<file path="config.mk">
export PLATFORM = sky130hd
export DESIGN_NAME = sync_length_packet_deframer_flat
export DESIGN_NICKNAME = d
export VERILOG_FILES = /design/src/design/sldf_pkg.sv /design/src/design/sldf_in_if.sv /design/src/design/sldf_out_if.sv /design/src/design/sldf_parser.sv /design/src/design/sync_length_packet_deframer.sv /design/src/flat_wrapper.sv
export SDC_FILE = /design/constraint.sdc
export NUM_CORES = 1
export LEC_CHECK = 0
export BUFFER_PORTS_ARGS = -buffer_cell sky130_fd_sc_hd__clkbuf_2
export CORE_MARGIN = 10
export CORE_UTILIZATION = 55
export DETAILED_ROUTE_END_ITERATION = 12
export MAX_ROUTING_LAYER = met4
export PLACE_DENSITY = 0.83
export SYNTH_ARGS = -nofsm -noshare
export SYNTH_HDL_FRONTEND = slang
export SYNTH_SLANG_ARGS = --single-unit
</file>
<file path="constraint.sdc">
create_clock -name clk -period 5.05 [get_ports clk]
set_clock_uncertainty 0.05 [all_clocks]
set_input_delay 0.505 -clock clk [delete_from_list [all_inputs] [get_ports clk]]
set_output_delay 0.505 -clock clk [all_outputs]
set_load 0.01 [all_outputs]
</file>
<file path="src/design/sldf_pkg.sv">
// Shared types, constants and codes of the sync and length packet deframer.
package sldf_pkg;

  localparam int unsigned DefaultMaxPacket = 1048576;
  localparam int unsigned MaxLengthW       = 21;
  localparam int unsigned PositionW        = 20;
  localparam int unsigned LengthW          = 32;
  localparam int unsigned CountW           = 21;
  localparam int unsigned HeaderCountW     = 4;

  localparam logic [7:0]              SyncByte       = 8'h5A;
  localparam logic [LengthW-1:0]      HeaderBytes    = 32'd8;
  localparam logic [HeaderCountW-1:0] SyncBytes      = 4'd4;
  localparam logic [HeaderCountW-1:0] LastHeaderByte = 4'd7;
  localparam logic [HeaderCountW-1:0] PayloadPhase   = 4'd8;
  localparam logic [MaxLengthW-1:0]   MaxLengthReset = 21'd1048576;

  typedef enum logic [2:0] {
    ST_HEADER   = 3'd0,
    ST_PAYLOAD  = 3'd1,
    ST_SYNC_ERR = 3'd2,
    ST_RESET    = 3'd3,
    ST_OVERSIZE = 3'd4,
    ST_SHORT    = 3'd5
  } status_t;

  typedef enum logic {
    CFG_MAX_LENGTH        = 1'b0,
    CFG_LENGTH_BIG_ENDIAN = 1'b1
  } cfg_index_t;

  typedef struct packed {
    status_t                 status;
    logic [7:0]              out_byte;
    logic [PositionW-1:0]    position;
    logic                    packet_done;
    logic [MaxLengthW-1:0]   packet_length;
  } result_t;

endpackage

</file>
<file path="src/design/sldf_in_if.sv">
// Receive channel carrying one byte per word.
interface sldf_in_if;
  logic       valid;
  logic       ready;
  logic [7:0] rx_byte;

  modport source (output valid, output rx_byte, input ready);
  modport sink (input valid, input rx_byte, output ready);
endinterface

</file>
<file path="src/design/sldf_out_if.sv">
// Result channel carrying one classified byte per word.
interface sldf_out_if;
  logic        valid;
  logic        ready;
  logic [2:0]  status;
  logic [7:0]  out_byte;
  logic [19:0] position;
  logic        packet_done;
  logic [20:0] packet_length;

  modport source (output valid, output status, output out_byte, output position,
                  output packet_done, output packet_length, input ready);
  modport sink (input valid, input status, input out_byte, input position,
                input packet_done, input packet_length, output ready);
endinterface

</file>
<file path="src/design/sldf_parser.sv">
// Framing state and per-byte classification logic of the deframer.
module sldf_parser #(
  parameter int unsigned MAX_PACKET = sldf_pkg::DefaultMaxPacket
) (
  input  logic                              clk,
  input  logic                              rst,
  input  logic                              advance,
  input  logic [7:0]                        byte_in,
  input  logic [sldf_pkg::MaxLengthW-1:0]   max_length,
  input  logic                              length_big_endian,
  output sldf_pkg::result_t                 res
);

  localparam logic [sldf_pkg::LengthW-1:0] PacketCap = sldf_pkg::LengthW'(MAX_PACKET);

  logic [sldf_pkg::HeaderCountW-1:0] header_count, header_count_next;
  logic [sldf_pkg::LengthW-1:0]      length_reg, length_reg_next;
  logic [sldf_pkg::CountW-1:0]       byte_count, byte_count_next;

  logic [sldf_pkg::LengthW-1:0] limit;
  logic [sldf_pkg::LengthW-1:0] max_ext;
  logic [sldf_pkg::LengthW-1:0] length_asm;
  logic [sldf_pkg::CountW-1:0]  count_inc;

  assign max_ext = sldf_pkg::LengthW'(max_length);
  assign limit   = (max_ext < PacketCap) ? max_ext : PacketCap;

  always_comb begin
    header_count_next = header_count;
    length_reg_next   = length_reg;
    byte_count_next   = byte_count;
    length_asm        = length_reg;
    count_inc         = byte_count + 1'b1;
    res.status        = sldf_pkg::ST_HEADER;
    res.out_byte      = byte_in;
    res.position      = sldf_pkg::PositionW'(header_count);
    res.packet_done   = 1'b0;
    res.packet_length = '0;

    if (header_count < sldf_pkg::SyncBytes) begin
      if (byte_in == sldf_pkg::SyncByte) begin
        header_count_next = header_count + 1'b1;
      end else begin
        header_count_next = '0;
        byte_count_next   = '0;
        res.status        = sldf_pkg::ST_SYNC_ERR;
      end
    end else if (header_count < sldf_pkg::PayloadPhase) begin
      if (length_big_endian) begin
        length_asm = {length_reg[23:0], byte_in};
      end else begin
        length_asm[8*header_count[1:0] +: 8] = byte_in;
      end
      length_reg_next   = length_asm;
      header_count_next = header_count + 1'b1;
      if (header_count == sldf_pkg::LastHeaderByte) begin
        priority if (length_asm == '0) begin
          header_count_next = '0;
          byte_count_next   = '0;
          res.status        = sldf_pkg::ST_RESET;
        end else if (length_asm[sldf_pkg::LengthW-1] || length_asm > limit) begin
          header_count_next = '0;
          byte_count_next   = '0;
          res.status        = sldf_pkg::ST_OVERSIZE;
        end else if (length_asm < sldf_pkg::HeaderBytes) begin
          header_count_next = '0;
          byte_count_next   = '0;
          res.status        = sldf_pkg::ST_SHORT;
        end else if (length_asm == sldf_pkg::HeaderBytes) begin
          header_count_next = '0;
          byte_count_next   = '0;
          res.packet_done   = 1'b1;
          res.packet_length = sldf_pkg::MaxLengthW'(sldf_pkg::HeaderBytes);
        end else begin
          byte_count_next   = sldf_pkg::CountW'(sldf_pkg::HeaderBytes);
          res.packet_length = length_asm[sldf_pkg::MaxLengthW-1:0];
        end
      end
    end else begin
      res.status        = sldf_pkg::ST_PAYLOAD;
      res.position      = byte_count[sldf_pkg::PositionW-1:0];
      res.packet_length = length_reg[sldf_pkg::MaxLengthW-1:0];
      byte_count_next   = count_inc;
      if (sldf_pkg::LengthW'(count_inc) >= length_reg) begin
        header_count_next = '0;
        byte_count_next   = '0;
        res.packet_done   = 1'b1;
      end
    end
  end

  always_ff @(posedge clk) begin
    if (rst) begin
      header_count <= '0;
      length_reg   <= '0;
      byte_count   <= '0;
    end else if (advance) begin
      header_count <= header_count_next;
      length_reg   <= length_reg_next;
      byte_count   <= byte_count_next;
    end
  end

endmodule

</file>
<file path="src/design/sync_length_packet_deframer.sv">
// Top level of the sync and length packet deframer.
//
//   channel | direction | word contents
//   rx      | in        | rx_byte
//   tx      | out       | status, out_byte, position, packet_done, packet_length
//
// Each word passes an input register and a result register; one word per cycle is
// sustained while tx takes each result. Synchronous reset empties both registers,
// restarts the sync hunt and restores the configuration defaults. A stall on tx
// holds the result; rx keeps accepting until the input register is also full.
module sync_length_packet_deframer #(
  parameter int unsigned MAX_PACKET = sldf_pkg::DefaultMaxPacket
) (
  input  logic                            clk,
  input  logic                            rst,
  input  logic                            cfg_we,
  input  logic                            cfg_index,
  input  logic [sldf_pkg::MaxLengthW-1:0] cfg_data,
  sldf_in_if.sink                         rx,
  sldf_out_if.source                      tx
);

  logic [sldf_pkg::MaxLengthW-1:0] max_length;
  logic                            length_big_endian;

  logic              in_valid;
  logic [7:0]        in_byte;
  logic              out_valid;
  sldf_pkg::result_t out_res;
  sldf_pkg::result_t res;
  logic              advance;

  assign advance  = in_valid && (!out_valid || tx.ready);
  assign rx.ready = !in_valid || advance;

  always_ff @(posedge clk) begin
    if (rst) begin
      max_length        <= sldf_pkg::MaxLengthReset;
      length_big_endian <= 1'b1;
    end else if (cfg_we) begin
      unique case (sldf_pkg::cfg_index_t'(cfg_index))
        sldf_pkg::CFG_MAX_LENGTH:        max_length        <= cfg_data;
        sldf_pkg::CFG_LENGTH_BIG_ENDIAN: length_big_endian <= cfg_data[0];
        default: ;
      endcase
    end
  end

  always_ff @(posedge clk) begin
    if (rst) begin
      in_valid <= 1'b0;
    end else if (rx.valid && rx.ready) begin
      in_valid <= 1'b1;
    end else if (advance) begin
      in_valid <= 1'b0;
    end
  end

  always_ff @(posedge clk) begin
    if (rx.valid && rx.ready) begin
      in_byte <= rx.rx_byte;
    end
  end

  sldf_parser #(
    .MAX_PACKET(MAX_PACKET)
  ) u_parser (
    .clk               (clk),
    .rst               (rst),
    .advance           (advance),
    .byte_in           (in_byte),
    .max_length        (max_length),
    .length_big_endian (length_big_endian),
    .res               (res)
  );

  always_ff @(posedge clk) begin
    if (rst) begin
      out_valid <= 1'b0;
    end else if (advance) begin
      out_valid <= 1'b1;
    end else if (tx.ready) begin
      out_valid <= 1'b0;
    end
  end

  always_ff @(posedge clk) begin
    if (advance) begin
      out_res <= res;
    end
  end

  assign tx.valid         = out_valid;
  assign tx.status        = out_res.status;
  assign tx.out_byte      = out_res.out_byte;
  assign tx.position      = out_res.position;
  assign tx.packet_done   = out_res.packet_done;
  assign tx.packet_length = out_res.packet_length;

endmodule

</file>
<file path="src/flat_wrapper.sv">
// flat-port wrapper written by rule: the top's interface ports become plain ports
module sync_length_packet_deframer_flat 
#(
  parameter int unsigned MAX_PACKET = sldf_pkg::DefaultMaxPacket
)
  (clk, rst, cfg_we, cfg_index, cfg_data, rx_valid, rx_rx_byte, rx_ready, tx_valid, tx_status, tx_out_byte, tx_position, tx_packet_done, tx_packet_length, tx_ready);
  sldf_in_if rx_i ();
  sldf_out_if tx_i ();
  input  logic clk;
  input  logic rst;
  input  logic cfg_we;
  input  logic cfg_index;
  input  logic [sldf_pkg::MaxLengthW-1:0] cfg_data;
  input wire logic [$bits(rx_i.valid)-1:0] rx_valid;
  input wire logic [$bits(rx_i.rx_byte)-1:0] rx_rx_byte;
  output wire logic [$bits(rx_i.ready)-1:0] rx_ready;
  output wire logic [$bits(tx_i.valid)-1:0] tx_valid;
  output wire logic [$bits(tx_i.status)-1:0] tx_status;
  output wire logic [$bits(tx_i.out_byte)-1:0] tx_out_byte;
  output wire logic [$bits(tx_i.position)-1:0] tx_position;
  output wire logic [$bits(tx_i.packet_done)-1:0] tx_packet_done;
  output wire logic [$bits(tx_i.packet_length)-1:0] tx_packet_length;
  input wire logic [$bits(tx_i.ready)-1:0] tx_ready;
  assign rx_i.valid = rx_valid;
  assign rx_i.rx_byte = rx_rx_byte;
  assign rx_ready = rx_i.ready;
  assign tx_valid = tx_i.valid;
  assign tx_status = tx_i.status;
  assign tx_out_byte = tx_i.out_byte;
  assign tx_position = tx_i.position;
  assign tx_packet_done = tx_i.packet_done;
  assign tx_packet_length = tx_i.packet_length;
  assign tx_i.ready = tx_ready;
  sync_length_packet_deframer #(.MAX_PACKET(MAX_PACKET)) u_core (.clk(clk), .rst(rst), .cfg_we(cfg_we), .cfg_index(cfg_index), .cfg_data(cfg_data), .rx(rx_i), .tx(tx_i));
endmodule
</file>
==> results.cfg, run 1 <==
[run_status]
status = completed

[synthesis]
synth_top_area_cell = edfxtp_1
synth_most_common_cell = nand2_1
synth_edf_count = 61
yosys_warnings = 0
ys_types = 69
synth_area_leaders = edfxtp_1, dfxtp_1, ha_1
syn_area_mm2 = 0.007704
ys_top_cells_by_count = nand2_1, dfxtp_1, nor2_1
async_reset_ff_frac = 0
synth_ff_type = dfxtp_1
yosys.area.top_type_share = 0.2378
ys_ff_latch = 142
ys_seq_area_frac = 0.4483
synth_nets = 911
postSynthCellCount = 828
syn_area_per_cell_um2 = 9.304

[place]
place_hpwl_um = 14400
gp_congestion = 0.9526
dp_cells = 1053
numPortBuffers = 89

[detailed_routing]
antenna_left = 0
drc = 0
wirelength_um = 20760
first_pass_iters = 5
via_per_inst = 6.217
wl_per_cell_um = 19.13
drtIter0Drc = 846
vias = 6745

[cts]
clockRootBuffer = clkbuf_16
numCtsBuffers = 17
cts_setup_buffers = 0
cts_tree = built
clock_path_buffers = 2
clk_pin_slew_ns = 0.06
htreeDepth = 4
numClockSinks = 142
postCtsHoldBufs = 0
clk_latency_ns = 0.43

[die]
fp.coreArea_mm2 = 0.01383
num_rows = 43
num_io_pins = 90
chipWidth_um = 138.4
start_util = 0.5571
die_area_mm2 = 0.01914
die_y_um = 138.4

[global_routing]
grt_usage = 0.2177
grt-ovfl-total = 0
grt_pass1_wl_um = 33470
grt_antenna_before_repair = 0
grt_pass1_vias = 6367
grt_max_degree = 63

[power_and_ir_drop]
p_leak_nw = 3.467
ir_worst_vdd_mv = 0.1907
pwr_density_cell_mw_per_mm2 = 310.5

[finish]
syn2layout_area_growth_pct = 15.01
largest_register_ffs = 32
antenna_cells = 0
fin_cells = 1085
final_layout_size_suffix_gt1_frac = 0.1558
nNetsFinal = 975

[sta]
final-setup-viol-count = 0
period_share = 0.9523
setup_tns_ns = 0
post-route-min-period_ns = 4.809
maxSlewHeadroom = 0.2537
drv_slew = 0
fmax_ghz = 0.2079
tightest_slew_ns = 1.117
hold_viol = 0

[setup_path]
crit_path_top_delay_cell = or4_1
critPathArrivalTime_ns = 5.06
path_buf_inv = 1
critPathMaxStageDelay_ns = 0.60
path_cells = ha_1, nand3_1, nor3_1, and3_1, and3_1, and3_1, xor2_1, ha_1, nand4_1, or4_1, o2111a_1, a221oi_1, buf_4, nand2_1, a21oi_1, nor2_1
start_kind = flip-flop
crit_family = simple AND/OR/NAND/NOR gates
cp-end-kind = flip-flop
crit_top_cell = and3_1
path_class = reg2reg
required_ns = 5.30
path_max_fanout = 20

[flow_run]
drv_cap = 0

[worst_hold_path]
hold_path_class = in2reg
-- area by class of cell --
| cell class | count | area, um2 |
|---|---|---|
| fill | 1092 | 4967 |
| multi-input combinational | 597 | 3895 |
| sequential | 142 | 3456 |
| timing repair buffer | 98 | 513.0 |
| clock buffer | 18 | 439.2 |
| tap | 180 | 225.2 |
| clock inverter | 14 | 196.4 |
| inverter | 36 | 135.1 |
-- path summary, 6_finish.rpt --
kind | startpoint | endpoint | slack (ns) | cells past startpoint
min | rx_rx_byte[6] | u_core.in_byte[6]$_DFFE_PP_ | 0.20 | 1
max | u_core.u_parser.byte_count[0]$_SDFFE_PP0P_ | u_core.u_parser.header_count[2]$_SDFFE_PP0P_ | 0.24 | 16
max reg2reg | u_core.u_parser.byte_count[0]$_SDFFE_PP0P_ | u_core.u_parser.header_count[2]$_SDFFE_PP0P_ | 0.24 | 16
min reg2reg | u_core.max_length[0]$_SDFFE_PP0P_ | u_core.max_length[0]$_SDFFE_PP0P_ | 0.40 | 2
-- logic make-up (layout without fill, tap and decap cells) --
family	after synthesis	count (layout)	synth area share
and+or+nand+nor	321	321	0.2115
DFF	142	142	0.4483
xor gates and xnor gates	20	20	0.02274
buffers and inverters	89	166	0.04743
adders and majority gates	49	49	0.07926
AOI/OAI and AO/OA	207	207	0.1908
-- power by group --
| group | internal (mW) | switching, mW |
|---|---|---|
| logic | 0.0480 | 0.0993 |
| clock network | 0.879 | 0.477 |
| registers | 1.23 | 0.0205 |
-- repair_timing --
item                                    4_1_cts  5_1_grt
endpoints found under the setup margin        3       33
cloned                                        0        0
gates resized for setup                       1        3
-- placed cells by master, fill, tap and decap left out, types with 17 or more instances in the layout --
cell and n:
nand2_1 101, clkbuf_2 89, dfxtp_1 79, nor2_1 69, edfxtp_1 61, a21oi_1 52
ha_1 48, inv_1 35, a211oi_1 32, o21ai_0 25, nor3_1 22, and2_1 21
a22o_1 19, nand3_1 19, clkbuf_16 17
-- layer usage --
layer  routed length (um)  share of wire  vias to the layer above  global-route usage
met4                  835          0.040                        0              0.1038
li1                     -              -                     3179                   -
met5                    0              0                        -                   -
met2                 9445           0.45                      357              0.3205
met3                 1945          0.094                       67             0.05205
met1                 8534           0.41                     3142              0.2760
-- through the flow --
step	total power [mW]	utilization	hold WS [ns]	instance area (um2)	worst slack, ns
2_1_floorplan	1.355	-	0.3818	7704	0.9488
3_3_place_gp	1.412	0.5940	0.3930	8213	0.1737
3_5_place_dp	1.416	0.5940	0.3979	8213	0.002323
4_1_cts	2.752	0.6404	0.1869	8855	0.1286
5_1_grt	2.824	0.6408	0.1890	8860	-0.03098
6_report	2.751	0.6408	0.1969	8860	0.2410
Note: power is estimated with default switching activity, not from simulation.
==> run 2: changes to the inputs <==
- CORE_UTILIZATION: 55 -> 35
- PLACE_DENSITY: 0.83 -> 0.61
- clock period: 5.05 -> 3.9 ns (I/O delays scaled with it)
==> run 2 against run 1 <==
Global-route usage is 5.1 points lower. Combinational power up 42%. Sequential share of layout area decreased by 2.8 points. Sequential cell count unchanged. Critical path depth grew 1. Fmax up 27%. Die area up 48%. First-iteration DRC count shrank 23%. Via count fell by 0.15%. Routed wire length rose by 13%. Clock-buffer cell count increased by 6. Sequential power up 29%.
==> results.cfg, run 2 (same netlist as run 1, synthesis figures left out) <==
[die]
die_area_mm2 = 0.02835
num_io_pins = 90
fp.coreArea_mm2 = 0.02176
start_util = 0.3541
die_y_um = 168.4
num_rows = 54
chipWidth_um = 168.4

[setup_path]
reg2reg_to = u_core.u_parser.byte_count[13]$_SDFFE_PP0P_
cp-end-kind = flip-flop
required_ns = 4.15
reg2reg_from = u_core.u_parser.byte_count[1]$_SDFFE_PP0P_
path_class = reg2reg
path_max_fanout = 5
crit_top_cell = and3_4
start_kind = flip-flop
reg2reg_depth = 17
path_cells = ha_4, nand3_4, nor3_4, and3_4, buf_6, and3_4, and3_4, xor2_1, ha_1, nand4_1, or4_4, o2111a_1, a221oi_4, buf_4, nor2b_1, o21ai_0, a21oi_2
crit_family = simple AND/OR/NAND/NOR gates
path_buf_inv = 2
critPathMaxStageDelay_ns = 0.44
crit_path_top_delay_cell = or4_4
rrSetupSlack_ns = 0.10
critPathArrivalTime_ns = 4.05

[finish]
largest_register_ffs = 32
final_layout_size_suffix_gt1_frac = 0.2293
antenna_cells = 0
final_util = 0.4390
syn2layout_area_growth_pct = 23.97
layout_common_cells = nand2_1, clkbuf_2, dfxtp_1, nor2_1, buf_4
nNetsFinal = 1034
layout_commonest_cell = nand2_1
final_cell_area_mm2 = 0.009550

[sta]
drv_slew = 0
hold_viol = 0
period_share = 0.9732
post-route-min-period_ns = 3.795
setup_ws_ns = 0.1046
tightest_slew_ns = 0.7157
final-setup-viol-count = 0
maxSlewHeadroom = 0.5228
fmax_ghz = 0.2635

[place]
place_hpwl_um = 16930
dp_slack_ns = -0.2432
numPortBuffers = 89
gp_congestion = 0.9113
postPlaceCellArea_mm2 = 0.008745

[detailed_routing]
drc = 0
wirelength_um = 23520
vias = 6735
drtIter0Drc = 648
antenna_left = 0
via_per_inst = 5.414
first_pass_iters = 5
wl_per_cell_um = 18.91

[global_routing]
grt_antenna_before_repair = 0
grt_max_degree = 54
grt_pass1_wl_um = 36620
grt_pass1_vias = 6334
grt_usage = 0.1665
grt-ovfl-total = 0

[cts]
clk_pin_slew_ns = 0.06
htreeDepth = 4
clockRootBuffer = clkbuf_16
postCtsHoldBufs = 0
numClockSinks = 142
clock_path_buffers = 2
clk_latency_ns = 0.43
cts_tree = built
numCtsBuffers = 17

[power_and_ir_drop]
pwr_density_cell_mw_per_mm2 = 359.6
p_leak_nw = 3.759
ir_worst_vdd_mv = 0.2800
power_mw = 3.434

[run_status]
status = completed

[worst_hold_path]
worstHoldEndpoint = u_core.in_byte[2]$_DFFE_PP_
min_path_cells = 1
hold_path_startpoint = rx_rx_byte[2]
hold_path_class = in2reg

[flow_run]
drv_cap = 0
-- run 2: cell types whose count changed in the layout (fill, tap and decap cells not counted), moves of 4 or more --
| cell | before | now |
|---|---|---|
| inv_4 | 0 | 5 |
| and3_1 | 9 | 4 |
| bufinv_16 | 5 | 1 |
| buf_4 | 9 | 64 |
| and3_4 | 0 | 6 |
| clkinv_1 | 4 | 0 |
-- run 2: timing repair --
action	in CTS	in global routing
gates cloned	2	0
pin swaps	3	19
resized for setup	6	33
buffers inserted	1	5
setup endpoints to repair	37	48
-- run 2: worst register-to-register path: cells and delay by family, from the launching register on --
family / cells / cell delay (ns)
adders and majority gates: 2 / 0.47
AOI/OAI and AO/OA: 4 / 0.89
DFF: 1 / 0.35
buffers and inverters: 2 / 0.33
xor gates and xnor gates: 1 / 0.07
and+or+nand+nor: 8 / 1.52
-- run 2: through the flow --
| step | setup TNS (ns) | hold slack (ns) | instances |
|---|---|---|---|
| finish | 0 | 0.08919 | 1244 |
| global route | -0.2388 | 0.07454 | 1244 |
| CTS | 0 | 0.06989 | 1239 |
| detailed placement | -3.799 | 0.3968 | 1204 |
| global placement | -0.3929 | 0.3927 | 1204 |
| floorplan | 0 | 0.3818 | 828 |
-- run 2: final cells by class --
type / count / area [um2]
inverters: 36 / 135.1
clock inverters: 8 / 73.82
repair buffers: 157 / 979.7
fillers: 2122 / 12210
clock buffers: 24 / 503.0
multi-input cells: 597 / 4051
well taps: 280 / 350.3
flip-flops and latches: 142 / 3457
-- run 2: per-layer routing --
metal  wire (um)  part of all wire  GRT usage
met4         578             0.025    0.05413
met1       11080              0.47     0.2258
met3        1525             0.065    0.03469
met5           0                 0          -
met2       10340              0.44     0.2423
-- run 2: worst max path at each step --
| stage | from | endpoint | slack (ns) | depth (start not counted) |
|---|---|---|---|---|
| after global placement | u_core.u_parser.byte_count[0]$_SDFFE_PP0P_ | u_core.u_parser.byte_count[9]$_SDFFE_PP0P_ | -0.06 | 16 |
| final | u_core.u_parser.byte_count[1]$_SDFFE_PP0P_ | u_core.u_parser.byte_count[13]$_SDFFE_PP0P_ | 0.10 | 17 |
| after CTS | u_core.u_parser.byte_count[0]$_SDFFE_PP0P_ | u_core.u_parser.byte_count[7]$_SDFFE_PP0P_ | 0.003 | 16 |
| after global routing | u_core.u_parser.byte_count[1]$_SDFFE_PP0P_ | u_core.u_parser.byte_count[13]$_SDFFE_PP0P_ | -0.05 | 17 |
| after detailed placement | u_core.u_parser.byte_count[0]$_SDFFE_PP0P_ | u_core.u_parser.byte_count[7]$_SDFFE_PP0P_ | -0.24 | 16 |
| after floorplan | u_core.u_parser.byte_count[0]$_SDFFE_PP0P_ | u_core.u_parser.header_count[1]$_SDFFE_PP0P_ | 0.04 | 15 |
-- run 2: power by group --
group	switching, mW	leakage, nW	total, mW	internal [mW]
logic	0.138	2.24	0.209	0.0709
clock network	0.644	0.287	1.61	0.967
registers	0.0253	1.23	1.61	1.59
==> run 3: changes to the inputs <==
- CORE_MARGIN: 10 -> 3
- SYNTH_HIERARCHICAL: default -> 1
==> run 3 against run 2 <==
Clock power barely moved. Hold slack better by 0.0048 ns. Synthesized area increased by 7.7%. Routed wire length grew 3.9%. Critical path depth fell by 1. Non-clock buffer count down 9. Global-route usage grew 2.6 points. Fmax rose by 2.6%. Critical path type unchanged. Critical endpoint is now u_core/tx.status[0]$_DFFE_PP_. Largest cell class unchanged.
==> results.cfg, run 3 <==
[run_status]
status = completed

[die]
num_io_pins = 90
chipWidth_um = 159.9
num_rows = 55
start_util = 0.3609
fp.coreArea_mm2 = 0.02298
die_y_um = 159.9
die_area_mm2 = 0.02558

[sta]
post-route-min-period_ns = 3.699
hold_viol = 0
drv_slew = 0
maxSlewHeadroom = 0.2337
final-setup-viol-count = 0
tightest_slew_ns = 1.149
period_share = 0.9484
fmax_ghz = 0.2704
setup_tns_ns = 0

[setup_path]
path_buf_inv = 5
cp-end-kind = flip-flop
start_kind = flip-flop
crit_path_top_delay_cell = o31ai_1
path_cells = inv_4, buf_6, ha_2, buf_4, o31ai_1, a21oi_1, inv_1, ha_1, a41oi_2, o221ai_2, a211oi_2, o211ai_1, a211oi_4, buf_6, nor2_1, o31ai_1
critPathArrivalTime_ns = 3.89
critPathMaxStageDelay_ns = 0.53
required_ns = 4.09
crit_family = compound AO/OA/AOI/OAI gates
path_class = reg2reg
path_max_fanout = 11

[synthesis]
ys_top_cells_by_count = dfxtp_1, nand2_1, edfxtp_1
synth_top_area_cell = edfxtp_1
synth_edf_count = 61
syn_area_mm2 = 0.008294
synth_nets = 967
postSynthCellCount = 884
yosys.area.top_type_share = 0.2208
ys_seq_area_frac = 0.4164
async_reset_ff_frac = 0
syn_area_per_cell_um2 = 9.383
synth_ff_type = dfxtp_1
synth_area_leaders = edfxtp_1, dfxtp_1, ha_1
yosys_warnings = 6
ys_ff_latch = 142
ys_types = 82
synth_most_common_cell = dfxtp_1

[cts]
clock_path_buffers = 2
htreeDepth = 4
clockRootBuffer = clkbuf_16
clk_pin_slew_ns = 0.06
clk_latency_ns = 0.42
postCtsHoldBufs = 0
cts_tree = built
numCtsBuffers = 17
numClockSinks = 142
cts_setup_buffers = 0

[finish]
syn2layout_area_growth_pct = 20.09
final_layout_size_suffix_gt1_frac = 0.2400
nFillCells = 2272
final_util = 0.4334
antenna_cells = 0
largest_register_ffs = 32
seqCellArea_mm2 = 0.003460
multiInputGateArea_mm2 = 0.004415
layout_common_cells = clkbuf_2, dfxtp_1, nand2_1, edfxtp_1, nor2_1
nNetsFinal = 1066
layout_commonest_cell = clkbuf_2

[detailed_routing]
wirelength_um = 24450
vias = 7114
via_per_inst = 5.435
drtIter0Drc = 623
drc = 0
wl_per_cell_um = 18.67
antenna_left = 0
first_pass_iters = 5

[place]
gp_congestion = 0.9770
place_hpwl_um = 17880
numPortBuffers = 89

[power_and_ir_drop]
ir_worst_vdd_mv = 0.2167
pwr_density_cell_mw_per_mm2 = 348.1
p_leak_nw = 3.686

[global_routing]
grt_usage = 0.1927
grt_pass1_wl_um = 37880
grt_antenna_before_repair = 0
grt_pass1_vias = 6726
grt_max_degree = 66
grt-ovfl-total = 0

[worst_hold_path]
hold_path_class = in2reg

[flow_run]
drv_cap = 0
-- run 3: final cells by class --
cell class,instances,area share
multi-input combinational,621,0.4433
clock buffer,20,0.04384
sequential,142,0.3473
clock inverter,12,0.01445
timing repair buffer,148,0.09157
tap,313,0.03932
inverter,53,0.02022
-- run 3: worst paths after layout --
kind | depth (start not counted) | slack [ns] | start | to
setup / recovery | 16 | 0.20 | u_core/u_parser/header_count[0]$_SDFFE_PP0P_ | u_core/tx.status[0]$_DFFE_PP_
hold / removal | 1 | 0.09 | rx_rx_byte[0] | u_core/in_byte[0]$_DFFE_PP_
setup reg to reg | 16 | 0.20 | u_core/u_parser/header_count[0]$_SDFFE_PP0P_ | u_core/tx.status[0]$_DFFE_PP_
hold reg to reg | 2 | 0.41 | u_core/u_parser/byte_count[20]$_SDFFE_PP0P_ | u_core/u_parser/byte_count[20]$_SDFFE_PP0P_
-- run 3: timing repair --
item	4_1_cts	5_1_grt
gates resized for setup	1	35
endpoints found under the setup margin	2	49
pin swaps	0	14
cloned	0	0
-- run 3: cells by family after synthesis --
group / count (synthesis) / share of synthesized area
AND/OR/NAND/NOR: 330 / 0.2266
AO/OA/AOI/OAI: 219 / 0.1899
flip-flops: 142 / 0.4164
buffers and inverters: 121 / 0.06819
adder cells (fa/ha/maj): 48 / 0.07241
XOR/XNOR: 20 / 0.02112
multiplexers: 4 / 0.005430
-- run 3: report_power, final --
| part | internal [mW] | total [mW] | leakage (nW) | switching [mW] |
|---|---|---|---|---|
| clock network | 0.999 | 1.63 | 0.279 | 0.627 |
| logic | 0.0843 | 0.226 | 2.18 | 0.141 |
| registers | 1.59 | 1.62 | 1.23 | 0.0264 |
| total | 2.67 | 3.47 | 3.69 | 0.794 |
-- run 3: stage by stage --
stage | setup slack [ns] | power (mW) | hold slack (ns) | instances | instance area, um2
after floorplan | 0.02841 | 1.783 | 0.3807 | 884 | 8294
after global placement | 0.09984 | 1.869 | 0.3997 | 1277 | 9229
after detailed placement | 0.01289 | 1.870 | 0.4075 | 1277 | 9229
after CTS | 0.003454 | 3.500 | 0.07549 | 1309 | 9816
after global routing | -0.02019 | 3.583 | 0.07528 | 1309 | 9961
final | 0.2011 | 3.467 | 0.09400 | 1309 | 9961
-- run 3: layer usage --
layer | vias up | part of all wire | global-route usage
met5 | - | 0 | -
met2 | 262 | 0.46 | 0.3055
li1 | 3461 | - | -
met4 | 0 | 0.027 | 0.06233
met3 | 45 | 0.063 | 0.03346
met1 | 3346 | 0.45 | 0.2513
